===== src/hw/rtl/button_action_mapper_autorepeat_core_macros.svh =====
// Assertion macros for the button action mapper.
// Included by files that carry concurrent checks; no other dependencies.
`ifndef BUTTON_ACTION_MAPPER_AUTOREPEAT_CORE_MACROS_SVH
`define BUTTON_ACTION_MAPPER_AUTOREPEAT_CORE_MACROS_SVH
`ifndef SYNTH
// same-cycle implication
`define BAMA_ASSERT_IMP(lbl, clk, rst, ante, cons) \
   lbl: assert property (@(posedge clk) disable iff (rst) (ante) |-> (cons)) \
      else $error("bama: implication check failed");
// next-cycle implication
`define BAMA_ASSERT_NXT(lbl, clk, rst, ante, cons) \
   lbl: assert property (@(posedge clk) disable iff (rst) (ante) |=> (cons)) \
      else $error("bama: next-cycle check failed");
`else
`define BAMA_ASSERT_IMP(lbl, clk, rst, ante, cons)
`define BAMA_ASSERT_NXT(lbl, clk, rst, ante, cons)
`endif
`endif


===== src/hw/rtl/bama_pkg.sv =====
// Shared types and constants for the button action mapper.
// No dependencies; used by the interfaces, the step logic and the top level.
package bama_pkg;

   localparam int MaxButtons = 16;
   localparam int StampWidth = 64;
   localparam int TimeWidth  = 32;
   localparam int CsrWidth   = 32;
   localparam int CsrIdxWidth = 2;

   typedef enum logic [3:0] {
      ACT_NONE     = 4'd0,
      ACT_UP       = 4'd1,
      ACT_DOWN     = 4'd2,
      ACT_LEFT     = 4'd3,
      ACT_RIGHT    = 4'd4,
      ACT_BACK     = 4'd5,
      ACT_PREVIOUS = 4'd6,
      ACT_NEXT     = 4'd7,
      ACT_CONFIRM  = 4'd8
   } action_type;

   typedef enum logic [2:0] {
      DIR_NONE  = 3'd0,
      DIR_UP    = 3'd1,
      DIR_DOWN  = 3'd2,
      DIR_LEFT  = 3'd3,
      DIR_RIGHT = 3'd4
   } dir_type;

   typedef enum logic [CsrIdxWidth-1:0] {
      CSR_DIRECTION_MAP = 2'd0,
      CSR_COMMAND_MAP   = 2'd1,
      CSR_REPEAT_DELAY  = 2'd2,
      CSR_REPEAT_PERIOD = 2'd3
   } csr_idx_type;

   typedef struct packed {
      logic                  synced;
      logic [MaxButtons-1:0] blocked;
      logic [MaxButtons-1:0] prev_active;
      dir_type               cur_dir;
      logic                  in_repeat;
      logic [StampWidth-1:0] last_stamp;
      logic [StampWidth-1:0] repeat_stamp;
   } state_type;

   typedef struct packed {
      logic                  ok;
      logic [MaxButtons-1:0] dir_map;
      logic [MaxButtons-1:0] cmd_map;
      logic [TimeWidth-1:0]  delay;
      logic [TimeWidth-1:0]  period;
   } cfg_type;

endpackage


===== src/hw/rtl/bama_if.sv =====
// Valid/ready channel interfaces for the sample and action words.
// Depends on bama_pkg for field widths and the action code type.
interface bama_req_if import bama_pkg::*; ();
   logic                  valid;
   logic                  ready;
   logic                  link_up;
   logic [MaxButtons-1:0] buttons_down;
   logic [StampWidth-1:0] now_us;

   modport source (output valid, link_up, buttons_down, now_us, input ready);
   modport sink (input valid, link_up, buttons_down, now_us, output ready);
endinterface

interface bama_rsp_if import bama_pkg::*; ();
   logic       valid;
   logic       ready;
   action_type action_code;

   modport source (output valid, action_code, input ready);
   modport sink (input valid, action_code, output ready);
endinterface


===== src/hw/rtl/bama_step.sv =====
// Per-sample decision logic: resync, edge detect, direction repeat, priority.
// Depends on bama_pkg; purely combinational, state is held by the caller.
module bama_step import bama_pkg::*; #(
   parameter int BUTTON_COUNT = 16
) (
   input  cfg_type               cfg,
   input  state_type             st,
   input  logic                  link_up,
   input  logic [MaxButtons-1:0] buttons_down,
   input  logic [StampWidth-1:0] now_us,
   output state_type             st_next,
   output action_type            action
);

   localparam logic [MaxButtons-1:0] LineMask =
      MaxButtons'((33'd1 << BUTTON_COUNT) - 33'd1);

   always_comb begin
      logic [MaxButtons-1:0] down;
      logic [MaxButtons-1:0] blocked_n;
      logic [MaxButtons-1:0] active;
      logic [MaxButtons-1:0] edges;
      logic [StampWidth-1:0] elapsed;
      logic [TimeWidth-1:0]  thresh;
      logic                  hu, hd, hl, hr, both_pn, due;
      dir_type               dir;
      dir_type               move;

      down      = buttons_down & LineMask;
      blocked_n = st.blocked & down;
      active    = down & ~blocked_n;
      edges     = active & ~st.prev_active;

      hu = active[cfg.dir_map[3:0]];
      hd = active[cfg.dir_map[7:4]];
      hl = active[cfg.dir_map[11:8]];
      hr = active[cfg.dir_map[15:12]];

      // up/down wins over left/right; opposing pairs cancel
      if (hu != hd) begin
         dir = hu ? DIR_UP : DIR_DOWN;
      end else if (hl != hr) begin
         dir = hl ? DIR_LEFT : DIR_RIGHT;
      end else begin
         dir = DIR_NONE;
      end

      elapsed = now_us - st.repeat_stamp;
      thresh  = st.in_repeat ? cfg.period : cfg.delay;
      due     = (elapsed >= {{(StampWidth-TimeWidth){1'b0}}, thresh});
      both_pn = active[cfg.cmd_map[7:4]] && active[cfg.cmd_map[11:8]];

      st_next = st;
      action  = ACT_NONE;
      move    = DIR_NONE;

      if (!cfg.ok || !link_up) begin
         st_next.synced = 1'b0;
      end else if (!st.synced || (now_us < st.last_stamp)) begin
         // resync: hold off anything already pressed
         st_next.synced      = 1'b1;
         st_next.blocked     = down;
         st_next.prev_active = '0;
         st_next.cur_dir     = DIR_NONE;
         st_next.in_repeat   = 1'b0;
         st_next.last_stamp  = now_us;
      end else begin
         st_next.last_stamp  = now_us;
         st_next.blocked     = blocked_n;
         st_next.prev_active = active;

         if (dir != st.cur_dir) begin
            st_next.cur_dir      = dir;
            st_next.repeat_stamp = now_us;
            st_next.in_repeat    = 1'b0;
            move                 = dir;
         end else if ((dir != DIR_NONE) && due) begin
            st_next.repeat_stamp = now_us;
            st_next.in_repeat    = 1'b1;
            move                 = dir;
         end

         if (edges[cfg.cmd_map[3:0]]) begin
            action = ACT_BACK;
         end else if (!both_pn && edges[cfg.cmd_map[7:4]]) begin
            action = ACT_PREVIOUS;
         end else if (!both_pn && edges[cfg.cmd_map[11:8]]) begin
            action = ACT_NEXT;
         end else if (edges[cfg.cmd_map[15:12]]) begin
            action = ACT_CONFIRM;
         end else begin
            action = action_type'({1'b0, move});
         end
      end
   end

endmodule


===== src/hw/rtl/button_action_mapper_autorepeat_core.sv =====
// Path: a sample word is taken into the input register, passes the decision stage, and
// its action word is offered from the result register (input reg, result reg).
// Throughput: one sample word per cycle while the sink takes action words, set by the
// single decision stage between the input and result registers; state is written back there.
// Stall: an action word held by the sink parks the next sample in the input register.
// Reset (synchronous, active high): pipeline empty, not synced, repeat state cleared.
`include "button_action_mapper_autorepeat_core_macros.svh"
module button_action_mapper_autorepeat_core import bama_pkg::*; #(
   parameter int BUTTON_COUNT = 16
) (
   input  logic                   clock,
   input  logic                   reset,
   bama_req_if.sink               req_ch,
   bama_rsp_if.source             rsp_ch,
   input  logic                   csr_we,
   input  logic [CsrIdxWidth-1:0] csr_index,
   input  logic [CsrWidth-1:0]    csr_wdata
);

   // ---------------------------------------------------------------
   // Configuration registers
   // ---------------------------------------------------------------
   logic [MaxButtons-1:0] dir_map_ff, dir_map_in;
   logic [MaxButtons-1:0] cmd_map_ff, cmd_map_in;
   logic [TimeWidth-1:0]  delay_ff, delay_in;
   logic [TimeWidth-1:0]  period_ff, period_in;
   logic                  cfg_ok_ff, cfg_ok_in;

   always_comb begin
      dir_map_in = dir_map_ff;
      cmd_map_in = cmd_map_ff;
      delay_in   = delay_ff;
      period_in  = period_ff;
      if (csr_we) begin
         case (csr_idx_type'(csr_index))
            CSR_DIRECTION_MAP: dir_map_in = csr_wdata[MaxButtons-1:0];
            CSR_COMMAND_MAP:   cmd_map_in = csr_wdata[MaxButtons-1:0];
            CSR_REPEAT_DELAY:  delay_in   = csr_wdata[TimeWidth-1:0];
            CSR_REPEAT_PERIOD: period_in  = csr_wdata[TimeWidth-1:0];
            default: ;
         endcase
      end
   end

   // Validity of the mapping: all eight indices distinct and in range, both
   // times nonzero. Registered; the user must change config only while idle (unenforced),
   // so the flag has settled before the next sample reaches the decision stage.
   always_comb begin
      logic [3:0] idx [8];
      for (int i = 0; i < 4; i++) begin
         idx[i]     = dir_map_ff[4*i +: 4];
         idx[i + 4] = cmd_map_ff[4*i +: 4];
      end
      cfg_ok_in = (delay_ff != '0) && (period_ff != '0);
      for (int i = 0; i < 8; i++) begin
         if ({1'b0, idx[i]} >= 5'(BUTTON_COUNT)) begin
            cfg_ok_in = 1'b0;
         end
         for (int j = i + 1; j < 8; j++) begin
            if (idx[i] == idx[j]) begin
               cfg_ok_in = 1'b0;
            end
         end
      end
   end

   always_ff @(posedge clock) begin
      if (reset) begin
         dir_map_ff <= 16'h3210;
         cmd_map_ff <= 16'h7654;
         delay_ff   <= 32'd500000;
         period_ff  <= 32'd100000;
         cfg_ok_ff  <= 1'b0;
      end else begin
         dir_map_ff <= dir_map_in;
         cmd_map_ff <= cmd_map_in;
         delay_ff   <= delay_in;
         period_ff  <= period_in;
         cfg_ok_ff  <= cfg_ok_in;
      end
   end

   // ---------------------------------------------------------------
   // Handshake: input register feeds the decision stage, result register
   // holds the action word. The input register advances whenever the
   // result register is empty or being drained; a waiting result keeps
   // one sample parked in the input register and holds off the next.
   // ---------------------------------------------------------------
   logic                  s1_valid_ff, s1_valid_in;
   logic                  s1_link_ff;
   logic [MaxButtons-1:0] s1_down_ff;
   logic [StampWidth-1:0] s1_now_ff;
   logic                  rsp_valid_ff, rsp_valid_in;
   action_type            rsp_action_ff;
   logic                  req_fire;
   logic                  step_fire;

   assign step_fire    = s1_valid_ff && (!rsp_valid_ff || rsp_ch.ready);
   assign req_ch.ready = !s1_valid_ff || step_fire;
   assign req_fire     = req_ch.valid && req_ch.ready;

   assign s1_valid_in  = req_fire ? 1'b1 : (step_fire ? 1'b0 : s1_valid_ff);
   assign rsp_valid_in = step_fire ? 1'b1 : (rsp_ch.ready ? 1'b0 : rsp_valid_ff);

   assign rsp_ch.valid       = rsp_valid_ff;
   assign rsp_ch.action_code = rsp_action_ff;

   // ---------------------------------------------------------------
   // Decision stage
   // ---------------------------------------------------------------
   cfg_type    cfg;
   state_type  st_ff, st_in, st_step;
   action_type step_action;

   assign cfg = {cfg_ok_ff, dir_map_ff, cmd_map_ff, delay_ff, period_ff};

   bama_step #(
      .BUTTON_COUNT (BUTTON_COUNT)
   ) u_step (
      .cfg          (cfg),
      .st           (st_ff),
      .link_up      (s1_link_ff),
      .buttons_down (s1_down_ff),
      .now_us       (s1_now_ff),
      .st_next      (st_step),
      .action       (step_action)
   );

   // any config write drops the connection; it wins over a same-cycle step
   always_comb begin
      st_in = step_fire ? st_step : st_ff;
      if (csr_we) begin
         st_in.synced = 1'b0;
      end
   end

   always_ff @(posedge clock) begin
      if (reset) begin
         s1_valid_ff  <= 1'b0;
         rsp_valid_ff <= 1'b0;
         st_ff        <= '0;
      end else begin
         s1_valid_ff  <= s1_valid_in;
         rsp_valid_ff <= rsp_valid_in;
         st_ff        <= st_in;
      end
   end

   // payload registers, no reset
   always_ff @(posedge clock) begin
      if (req_fire) begin
         s1_link_ff <= req_ch.link_up;
         s1_down_ff <= req_ch.buttons_down;
         s1_now_ff  <= req_ch.now_us;
      end
      if (step_fire) begin
         rsp_action_ff <= step_action;
      end
   end

   // ---------------------------------------------------------------
   // Checks
   // ---------------------------------------------------------------
   `BAMA_ASSERT_NXT(a_csr_drops_sync, clock, reset, csr_we, !st_ff.synced)
   `BAMA_ASSERT_NXT(a_link_down_unsyncs, clock, reset, step_fire && !s1_link_ff, !st_ff.synced)
   `BAMA_ASSERT_NXT(a_bad_cfg_silent, clock, reset, step_fire && !cfg.ok, rsp_action_ff == ACT_NONE)
   `BAMA_ASSERT_IMP(a_stall_only_when_full, clock, reset, !req_ch.ready, s1_valid_ff && !step_fire)
   `BAMA_ASSERT_NXT(a_step_loads_result, clock, reset, step_fire, rsp_valid_ff)

endmodule


===== src/flat_wrapper.sv =====
// flat-port wrapper written by rule: the top's interface ports become plain ports
module button_action_mapper_autorepeat_core_flat import bama_pkg::*;
#(
   parameter int BUTTON_COUNT = 16
)
  (clock, reset, csr_we, csr_index, csr_wdata, req_ch_valid, req_ch_link_up, req_ch_buttons_down, req_ch_now_us, req_ch_ready, rsp_ch_valid, rsp_ch_action_code, rsp_ch_ready);
  bama_req_if req_ch_i ();
  bama_rsp_if rsp_ch_i ();
  input  logic clock;
  input  logic reset;
  input  logic csr_we;
  input  logic [CsrIdxWidth-1:0] csr_index;
  input  logic [CsrWidth-1:0] csr_wdata;
  input wire logic [$bits(req_ch_i.valid)-1:0] req_ch_valid;
  input wire logic [$bits(req_ch_i.link_up)-1:0] req_ch_link_up;
  input wire logic [$bits(req_ch_i.buttons_down)-1:0] req_ch_buttons_down;
  input wire logic [$bits(req_ch_i.now_us)-1:0] req_ch_now_us;
  output wire logic [$bits(req_ch_i.ready)-1:0] req_ch_ready;
  output wire logic [$bits(rsp_ch_i.valid)-1:0] rsp_ch_valid;
  output wire logic [$bits(rsp_ch_i.action_code)-1:0] rsp_ch_action_code;
  input wire logic [$bits(rsp_ch_i.ready)-1:0] rsp_ch_ready;
  assign req_ch_i.valid = req_ch_valid;
  assign req_ch_i.link_up = req_ch_link_up;
  assign req_ch_i.buttons_down = req_ch_buttons_down;
  assign req_ch_i.now_us = req_ch_now_us;
  assign req_ch_ready = req_ch_i.ready;
  assign rsp_ch_valid = rsp_ch_i.valid;
  assign rsp_ch_action_code = rsp_ch_i.action_code;
  assign rsp_ch_i.ready = rsp_ch_ready;
  button_action_mapper_autorepeat_core #(.BUTTON_COUNT(BUTTON_COUNT)) u_core (.clock(clock), .reset(reset), .req_ch(req_ch_i), .rsp_ch(rsp_ch_i), .csr_we(csr_we), .csr_index(csr_index), .csr_wdata(csr_wdata));
endmodule

===== config.mk =====
export PLATFORM = sky130hd
export DESIGN_NAME = button_action_mapper_autorepeat_core_flat
export DESIGN_NICKNAME = d
export VERILOG_FILES = /design/src/hw/rtl/bama_pkg.sv /design/src/hw/rtl/bama_if.sv /design/src/hw/rtl/bama_step.sv /design/src/hw/rtl/button_action_mapper_autorepeat_core.sv /design/src/flat_wrapper.sv
export VERILOG_INCLUDE_DIRS = /design/src /design/src/hw/rtl
export SDC_FILE = /design/constraint.sdc
export NUM_CORES = 1
export LEC_CHECK = 0
export ABC_AREA = 1
export BUFFER_PORTS_ARGS = -buffer_cell sky130_fd_sc_hd__buf_4
export CELL_PAD_IN_SITES_DETAIL_PLACEMENT = 1
export CELL_PAD_IN_SITES_GLOBAL_PLACEMENT = 2
export CORE_ASPECT_RATIO = 0.5
export CORE_MARGIN = 2
export CORE_UTILIZATION = 38
export CTS_CLUSTER_DIAMETER = 50
export DETAILED_ROUTE_END_ITERATION = 12
export PLACE_DENSITY_LB_ADDON = 0.15
export REMOVE_ABC_BUFFERS = 1
export SKIP_LAST_GASP = 1
export SYNTH_ARGS = -nofsm -noshare
export SYNTH_HDL_FRONTEND = slang
export SYNTH_SLANG_ARGS = --single-unit

===== constraint.sdc =====
create_clock -name clock -period 11.2 [get_ports clock]
set_input_delay 1.12 -clock clock [delete_from_list [all_inputs] [get_ports clock]]
set_output_delay 1.12 -clock clock [all_outputs]
set_load 0.02 [all_outputs]

==> summary.md, run 1 <==
* result of the run: finished clean
* number of buffers added on ports: 125
* number of buffers added to fix hold violations after cts: 0
* share of layout cells above drive strength 1: 6.58%
* count of placed standard cells including taps: 4461
* number of gates given a new drive strength after cts: 0
* number of warnings issued by yosys: 0
* switching power: 1.07 mW
* via count of the first global-routing pass: 23500
* Final min period: 5340 ps
* top routing layer used: met4
* arrival time reported for the critical path endpoint: 5790 ps
* most frequent standard cell in the layout excluding fill and tap cells: sky130_fd_sc_hd__nand2_1
* synthesized flop and latch total: 349
* worst stage delay on the critical path: 720 ps
* post-DR vias/cell: 5.15
* antenna cell count: 0
* number of antenna violations at the first check in global routing: 0
* Detail Placement HPWL: 64400 um
* worst-case vdd ir drop: 0.110 mV
* internal power summed over all cells: 2.34 mW
* switching share of power: 31.4%
* RR Endpoint: u_core.st_ff[35]
* Power Dens Cells: 127 mW/mm^2
* count of buffers added by post-CTS timing repair for setup: 0
* origin of the worst min-delay path: u_core.st_ff[159]
* overall routing resource usage: 25.5%
* nature of the critical path startpoint: register
* highest clock frequency the design can meet: 0.187 GHz
* Core Util, Final: 42.8%
* total iterations of the first detailed-routing run: 5
* commonest cells after routing, fill and taps aside: sky130_fd_sc_hd__nand2_1 (927), sky130_fd_sc_hd__inv_1 (607), sky130_fd_sc_hd__a21oi_1 (348)
* Sinks on Clock Net: 349
* Hold Crit Depth: 2
* CTS H-Tree Depth: 2
* area of the mapped netlist: 0.0240 mm^2
* maximum net fanout on the critical path: 72
* setup repair after global routing missed its margin: no
* mean instance size in the synthesized netlist: 6.62 um^2
* post-route fraction of the period consumed by the critical path: 47.7%
* critical path start-end classification: register to register
* Met1 Routed Length: 40500 um
* number of remaining DRC errors: 0
* vias post-DR: 23300
* slowest cell on the critical path: sky130_fd_sc_hd__buf_4
* number of different library cells in the post-synthesis netlist: 49
* area grow syn2layout: 11.7%
* Skew-Pair Late Insertion Delay: 580 ps
* initial drt markers: 1266
* portion of the post-synthesis area used by sequential elements: 32.6%
* number of placed I/O pins: 126
* wire length on met2: 39200 um
* Worst Skew: 27.4 ps
* worst setup slack for register-to-register paths: 5860 ps
* Final Instance Count excl. Fillers: 4531
* capturing element type of the critical path: register
* wire length of the first global-routing pass: 133000 um
* Die Height: 182 um
* routed length per placed instance: 18.5 um
* capture endpoint of the worst hold path: u_core.st_ff[159]
* clock root cell: sky130_fd_sc_hd__clkbuf_16
* most prevalent standard cell on the critical path: sky130_fd_sc_hd__nand2_1
* full die area: 0.0654 mm^2
* Post-Synthesis Cells: 3633
* clock slew seen by the registers of the worst setup and hold paths: 60 ps
* WHS: 464 ps
* number of buffers on the longest clock path: 3
* Tightest Hold Check Type: register to register
* static leakage: 12.4 nW
* relative contribution of combinational cells to total power: 18.9%
* Async SR Flop Fraction: 0%
* final standard cell area without fillers: 0.0269 mm^2
* global route overflow: 0
* worst r2r src: u_core.s1_now_ff[0]
* instance area at placement: 0.0255 mm^2
* # fillers: 8226
* CORE AREA: 0.0628 mm^2
* Max-slew headroom: 35.0%
* Die Wd: 360 um
* relative contribution of sequential cells to total power: 40.8%
* depth of the worst register-to-register path: 30
* final hold violations: 0
* worst-margin pin slew: 975 ps
* effective utilization at floorplan: 38.3%
* total setup violations reported at the end of the flow: 0
* placer congestion estimate: 0.899
* final-report max-slew violation count: 0
* aggregate routed wire length: 83800 um
* number of flops mapped to enable cells by yosys: 85
* detailed route wirelength on metal3: 2770 um
* max-capacitance violation count: 0
* number of nets with antenna violations after detailed routing: 0
* worst endpoint required time: 11650 ps
* layout net count: 3943
* number of buffers inserted during clock tree synthesis: 38
* TritonCTS clock tree: built
* number of core rows: 65
* area used by sequential logic in the layout: 0.00784 mm^2
* largest net degree at the start of global routing: 93
* Post-synth top flop: sky130_fd_sc_hd__dfxtp_1
* Clock power frac: 40.2%
* area of the multi-input gates: 0.0132 mm^2
-- worst max-delay path by stage --
| stage | startpoint | to | depth (start not counted) |
|---|---|---|---|
| after floorplan | rsp_ch_ready | u_core.st_ff[0] | 9 |
| after global placement | u_core.s1_now_ff[0] | u_core.st_ff[33] | 30 |
| after detailed placement | u_core.s1_now_ff[0] | u_core.st_ff[31] | 30 |
| after CTS | u_core.s1_now_ff[0] | u_core.st_ff[2] | 30 |
| after global routing | u_core.s1_now_ff[0] | u_core.st_ff[20] | 32 |
| final | u_core.s1_now_ff[0] | u_core.st_ff[35] | 30 |
-- kinds of logic (layout without fill, tap and decap cells) --
| logic type | Yosys count | count (layout) | share of synthesized area (%) |
|---|---|---|---|
| muxes | 1 | 1 | 0.0416 |
| buffers and inverters | 775 | 836 | 12.6 |
| DFF | 349 | 349 | 32.6 |
| AOI/OAI and AO/OA | 697 | 697 | 15.6 |
| and+or+nand+nor | 1522 | 1522 | 26.1 |
| adders and majority gates | 159 | 159 | 8.31 |
| xor gates and xnor gates | 130 | 130 | 4.74 |
-- cell type report --
| cell class | instances | share of cell area (%) |
|---|---|---|
| repair buffers | 141 | 3.94 |
| well taps | 837 | 3.90 |
| clock buffers | 48 | 4.06 |
| flip-flops and latches | 349 | 29.2 |
| multi-input cells | 2509 | 49.2 |
| clock inverters | 22 | 0.955 |
| inverters | 625 | 8.76 |
-- critical path: cells and delay by family (launching register included) --
kind	cells	cell delay, ps
and+or+nand+nor	22	2610
buffers and inverters	4	1010
adders and majority gates	3	890
DFF	1	420
xor gates and xnor gates	1	270
-- metrics by stage --
stage / setup TNS (ps) / setup WS, ps / total power [mW]
4_1_cts: 0 / 5820 / 3.47
6_report: 0 / 5860 / 3.42
3_3_place_gp: 0 / 6020 / 2.05
2_1_floorplan: -123080 / -1560 / 1.81
5_1_grt: 0 / 5240 / 3.60
3_5_place_dp: 0 / 5880 / 2.07
-- cell usage after synthesis, types with 8 or more instances --
| cell | n | area share (%) |
|---|---|---|
| sky130_fd_sc_hd__nand4_1 | 41 | 1.1 |
| sky130_fd_sc_hd__buf_2 | 15 | 0.31 |
| sky130_fd_sc_hd__inv_1 | 609 | 9.5 |
| sky130_fd_sc_hd__xnor2_1 | 20 | 0.73 |
| sky130_fd_sc_hd__buf_6 | 8 | 0.37 |
| sky130_fd_sc_hd__clkbuf_1 | 97 | 1.5 |
| sky130_fd_sc_hd__ha_1 | 158 | 8.2 |
| sky130_fd_sc_hd__nand2_1 | 927 | 14 |
| sky130_fd_sc_hd__nor2_1 | 274 | 4.3 |
| sky130_fd_sc_hd__nand3b_1 | 15 | 0.47 |
| sky130_fd_sc_hd__a21oi_1 | 348 | 7.2 |
| sky130_fd_sc_hd__nor2_2 | 8 | 0.21 |
| sky130_fd_sc_hd__o211ai_1 | 50 | 1.6 |
| sky130_fd_sc_hd__nor3_1 | 34 | 0.71 |
| sky130_fd_sc_hd__a211oi_1 | 11 | 0.34 |
| sky130_fd_sc_hd__dfxtp_1 | 264 | 22 |
| sky130_fd_sc_hd__o21ai_0 | 248 | 5.2 |
| sky130_fd_sc_hd__buf_1 | 22 | 0.34 |
| sky130_fd_sc_hd__buf_4 | 8 | 0.25 |
| sky130_fd_sc_hd__nand3_1 | 178 | 3.7 |
| sky130_fd_sc_hd__inv_2 | 14 | 0.22 |
| sky130_fd_sc_hd__edfxtp_1 | 85 | 11 |
| sky130_fd_sc_hd__nor4_1 | 35 | 0.91 |
| sky130_fd_sc_hd__xor2_1 | 110 | 4.0 |
-- power groups by stage --
stage	sequential (mW)	combinational (mW)	clock, mW
6_report	1.40	0.646	1.37
5_1_grt	1.40	0.729	1.47
4_1_cts	1.40	0.648	1.42
3_5_place_dp	1.42	0.644	0
3_3_place_gp	1.42	0.625	0
2_1_floorplan	1.40	0.412	0
-- per-layer routing --
layer  GRT usage [%]  vias up
li1                -    11700
met1            34.7    11200
met2            44.0      327
met3            2.71       87
met4            4.64        0
met5               0        -
-- sequential cells by signal (all words and copies together) (netlist names) --
signal / count
u_core.rsp_ch.valid: 1
u_core.rsp_ch.action_code: 4
u_core.s1_valid_ff: 1
u_core.delay_ff: 32
u_core.cmd_map_ff: 16
u_core.s1_down_ff: 16
u_core.period_ff: 32
u_core.st_ff: 165
u_core.s1_now_ff: 64
u_core.s1_link_ff: 1
u_core.cfg_ok_ff: 1
u_core.dir_map_ff: 16
Note: power is estimated with default switching activity, not from simulation.
==> run 2, diff against run 1 <==
Settings changed: ABC_AREA 1 to 0.
Clock period 11.2 ns to 5.1 ns, I/O delays scaled along.
==> summary.md, run 2 <==
* result of the run: finished with violations
* violations in the final reports: setup timing
* largest family of logic cells by synthesized area: simple AND/OR/NAND/NOR gates
* WHS: 103 ps, -361 ps
* global route overflow: 0, unchanged
* worst-margin pin slew: 1110 ps, +133 ps
* number of placed I/O pins: 126, unchanged
* synthesized flop and latch total: 349, unchanged
* Sinks on Clock Net: 349, unchanged
* number of core rows: 63, -3.1%
* number of buffers inserted during clock tree synthesis: 38, unchanged
* CTS H-Tree Depth: 2, unchanged
* clock slew seen by the registers of the worst setup and hold paths: 60 ps, about the same
* overall routing resource usage: 23.8%, -1.7 points
* clock root cell: sky130_fd_sc_hd__clkbuf_16
* final total negative setup slack: -20790 ps, -20790 ps
* Post-synth top cells: sky130_fd_sc_hd__nand2_1 (431), sky130_fd_sc_hd__a21oi_1 (274), sky130_fd_sc_hd__dfxtp_1 (264)
* vias post-DR: 20200, -13%
* worst endpoint required time: 5550 ps, -6100 ps
* TritonCTS clock tree: built
* number of buffers added on ports: 125, unchanged
* most frequent standard cell in the layout excluding fill and tap cells: sky130_fd_sc_hd__nand2_1
* total setup violations reported at the end of the flow: 68, +68
* post-route fraction of the period consumed by the critical path: 107%, +59 points
* leading cell type by number of instances after synthesis: sky130_fd_sc_hd__nand2_1
* antenna cell count: 0, unchanged
* registers with the most flip-flops: u_core.st_ff x165, u_core.s1_now_ff x64
* number of remaining DRC errors: 0, unchanged
* worst setup slack for register-to-register paths: -350 ps, -6200 ps
* number of flip-flops in the largest register: 165, unchanged
* aggregate routed wire length: 74600 um, -11%
* number of warnings issued by yosys: 0, unchanged
* Die Wd: 350 um, -2.8%
* initial drt markers: 1099, -13%
* max-capacitance violation count: 0, unchanged
* number of different library cells in the post-synthesis netlist: 81, +65%
* number of flops mapped to enable cells by yosys: 85, unchanged
* number of antenna violations at the first check in global routing: 1, +1
* share of layout cells above drive strength 1: 17.7%, +11 points
* cell taking the most area after synthesis: sky130_fd_sc_hd__dfxtp_1
* full die area: 0.0618 mm^2, -5.5%
* RR Endpoint: u_core.st_ff[43]
* CORE AREA: 0.0591 mm^2, -5.8%
* total iterations of the first detailed-routing run: 5, unchanged
* Hold Crit Depth: 1, -1
* Die Height: 177 um, -2.7%
* Final min period: 5450 ps, +105 ps
* largest net degree at the start of global routing: 143, +54%
* total power: 7.07 mW, +110%
* static leakage: 10.2 nW, -18%
* mean instance size in the synthesized netlist: 8.47 um^2, +28%
* setup repair after global routing missed its margin: yes
* leading cell types by total area after synthesis: sky130_fd_sc_hd__dfxtp_1 (23%), sky130_fd_sc_hd__edfxtp_1 (11%), sky130_fd_sc_hd__ha_1 (8.7%)
* capture endpoint of the worst hold path: u_core.s1_down_ff[1]
* share of the synthesized area in compound gates (AO/OA/AOI/OAI): 14.5%, -1.1 points
* area of the mapped netlist: 0.0227 mm^2, -5.5%
* Skew-Pair Late Insertion Delay: 580 ps, about the same
* Tightest Hold Check Type: primary input to register
* placer congestion estimate: 0.892, -0.81%
* Post-Synthesis Cells: 2680, -26%
* portion of the post-synthesis area used by sequential elements: 34.5%, +1.9 points
* final standard cell area without fillers: 0.0272 mm^2, +1.4%
* synthesized-area fraction occupied by xor and xnor cells: 5.90%, +1.2 points
* simple-gate share of the synthesized area: 21.7%, -4.4 points
* critical path start-end classification: register to register
* instance area at placement: 0.0257 mm^2, +0.79%
* wire length of the first global-routing pass: 117000 um, -12%
* via count of the first global-routing pass: 20900, -11%
* maximum net fanout on the critical path: 9, -88%
* commonest cells after routing, fill and taps aside: sky130_fd_sc_hd__nand2_1 (431), sky130_fd_sc_hd__buf_4 (342), sky130_fd_sc_hd__a21oi_1 (268)
* fraction of synthesized cell area taken by the top area cell type: 23.3%, +1.3 points
* smallest setup slack after layout: -350 ps, -6200 ps
* adder-cell area share of the yosys netlist: 8.84%, +0.53 points
* depth of the worst register-to-register path: 25, -17%
* capturing element type of the critical path: register
* routed length per placed instance: 20.0 um, +8.2%
* worst-case vdd ir drop: 0.328 mV, +200%
* Place WS: -624 ps, -6500 ps
* Async SR Flop Fraction: 0%, unchanged
* worst r2r src: u_core.s1_now_ff[0]
* final hold violations: 0, unchanged
* layout net count: 3197, -19%
* final-report max-slew violation count: 0, unchanged
* number of buffers added to fix hold violations after cts: 0, unchanged
* Max-slew headroom: 26.0%, -9.0 points
* area grow syn2layout: 19.9%
* Worst Skew: 27.6 ps, +0.210 ps
* Most flops, register: u_core.st_ff
* effective utilization at floorplan: 38.4%, +0.12 points
* post-DR vias/cell: 5.42, +5.3%
* number of buffers on the longest clock path: 3, unchanged
* nature of the critical path startpoint: register
* mux contribution to synthesized area: 9.24%, +9.2 points
* number of nets with antenna violations after detailed routing: 0, unchanged
* arrival time reported for the critical path endpoint: 5900 ps, +110 ps
* highest clock frequency the design can meet: 0.183 GHz, -1.9%
* Detail Placement HPWL: 55200 um, -14%
* Power Dens Cells: 260 mW/mm^2, +100%
* Post-synth top flop: sky130_fd_sc_hd__dfxtp_1
* origin of the worst min-delay path: req_ch_buttons_down[1]
## run 2: final cells by class
type / count / area, um^2
multi-input combinational: 2033 / 13800
inverter: 140 / 526
tap: 780 / 976
timing repair buffer: 356 / 2830
fill: 6952 / 31900
sequential: 349 / 7840
clock buffer: 57 / 1130
clock inverter: 12 / 100
## run 2: kinds of logic after synthesis
kind of cell | Yosys count
fa+ha+maj | 160
mux | 154
xor+xnor | 153
compound gates | 548
flops | 349
buf+inv | 298
simple gates | 1018
## run 2: metal layers
layer	track usage, %	part of all wire (%)	vias to the layer above
li1	-	-	9870
met1	32.5	48	9920
met2	40.5	46	328
met3	3.42	4.1	89
met4	4.47	1.7	0
met5	0	0	-
## run 2: timing repair
action	CTS	global route
cloned	0	6
setup buffers	2	2
gates resized for setup	16	18
pin swaps	5	5
setup endpoints to repair	68	68
## run 2: worst max-delay path: stages (launching register included)
cell                       delay, ps
sky130_fd_sc_hd__edfxtp_1        410
sky130_fd_sc_hd__inv_2           100
sky130_fd_sc_hd__ha_4            130
sky130_fd_sc_hd__inv_2            30
sky130_fd_sc_hd__fa_2            330
sky130_fd_sc_hd__a21o_1          180
sky130_fd_sc_hd__a221o_1         350
sky130_fd_sc_hd__buf_6           150
sky130_fd_sc_hd__a211o_1         260
sky130_fd_sc_hd__nand3_1          80
sky130_fd_sc_hd__nand2_1          70
sky130_fd_sc_hd__xor2_1          150
sky130_fd_sc_hd__ha_2            180
sky130_fd_sc_hd__a21o_1          150
sky130_fd_sc_hd__a221o_1         330
sky130_fd_sc_hd__a22oi_2         160
sky130_fd_sc_hd__o211ai_1        130
sky130_fd_sc_hd__nor3_2          180
sky130_fd_sc_hd__nand4_1         120
sky130_fd_sc_hd__or4_4           510
sky130_fd_sc_hd__nor4_4          140
sky130_fd_sc_hd__nand4_1         120
sky130_fd_sc_hd__o31a_1          350
sky130_fd_sc_hd__o21a_4          360
sky130_fd_sc_hd__buf_16          210
sky130_fd_sc_hd__mux2i_2         150
## run 2: worst max path at each step
stage	from	slack, ps	endpoint	cells past startpoint
2_1_floorplan	u_core.s1_now_ff[0]	-1190	u_core.st_ff[0]	22
3_3_place_gp	u_core.s1_now_ff[0]	-430	u_core.st_ff[42]	24
3_5_place_dp	u_core.s1_now_ff[0]	-620	u_core.st_ff[34]	24
4_1_cts	u_core.s1_now_ff[0]	-400	u_core.st_ff[34]	25
5_1_grt	u_core.st_ff[22]	-620	u_core.st_ff[10]	24
6_report	u_core.s1_now_ff[0]	-350	u_core.st_ff[43]	25
## run 2: stage by stage
stage          cells  utilization (%)
6_report        3727             46.1
5_1_grt         3727             46.1
4_1_cts         3719             45.7
3_5_place_dp    3648             43.5
3_3_place_gp    3648             43.5
2_1_floorplan   2522                -
## run 2: where the power goes
part           internal [mW]  leakage, nW  total [mW]  switching (mW)
Sequential              2.92         2.97        3.03           0.109
Clock                   1.55        0.586        2.78            1.23
Combinational          0.570         6.65        1.26           0.694
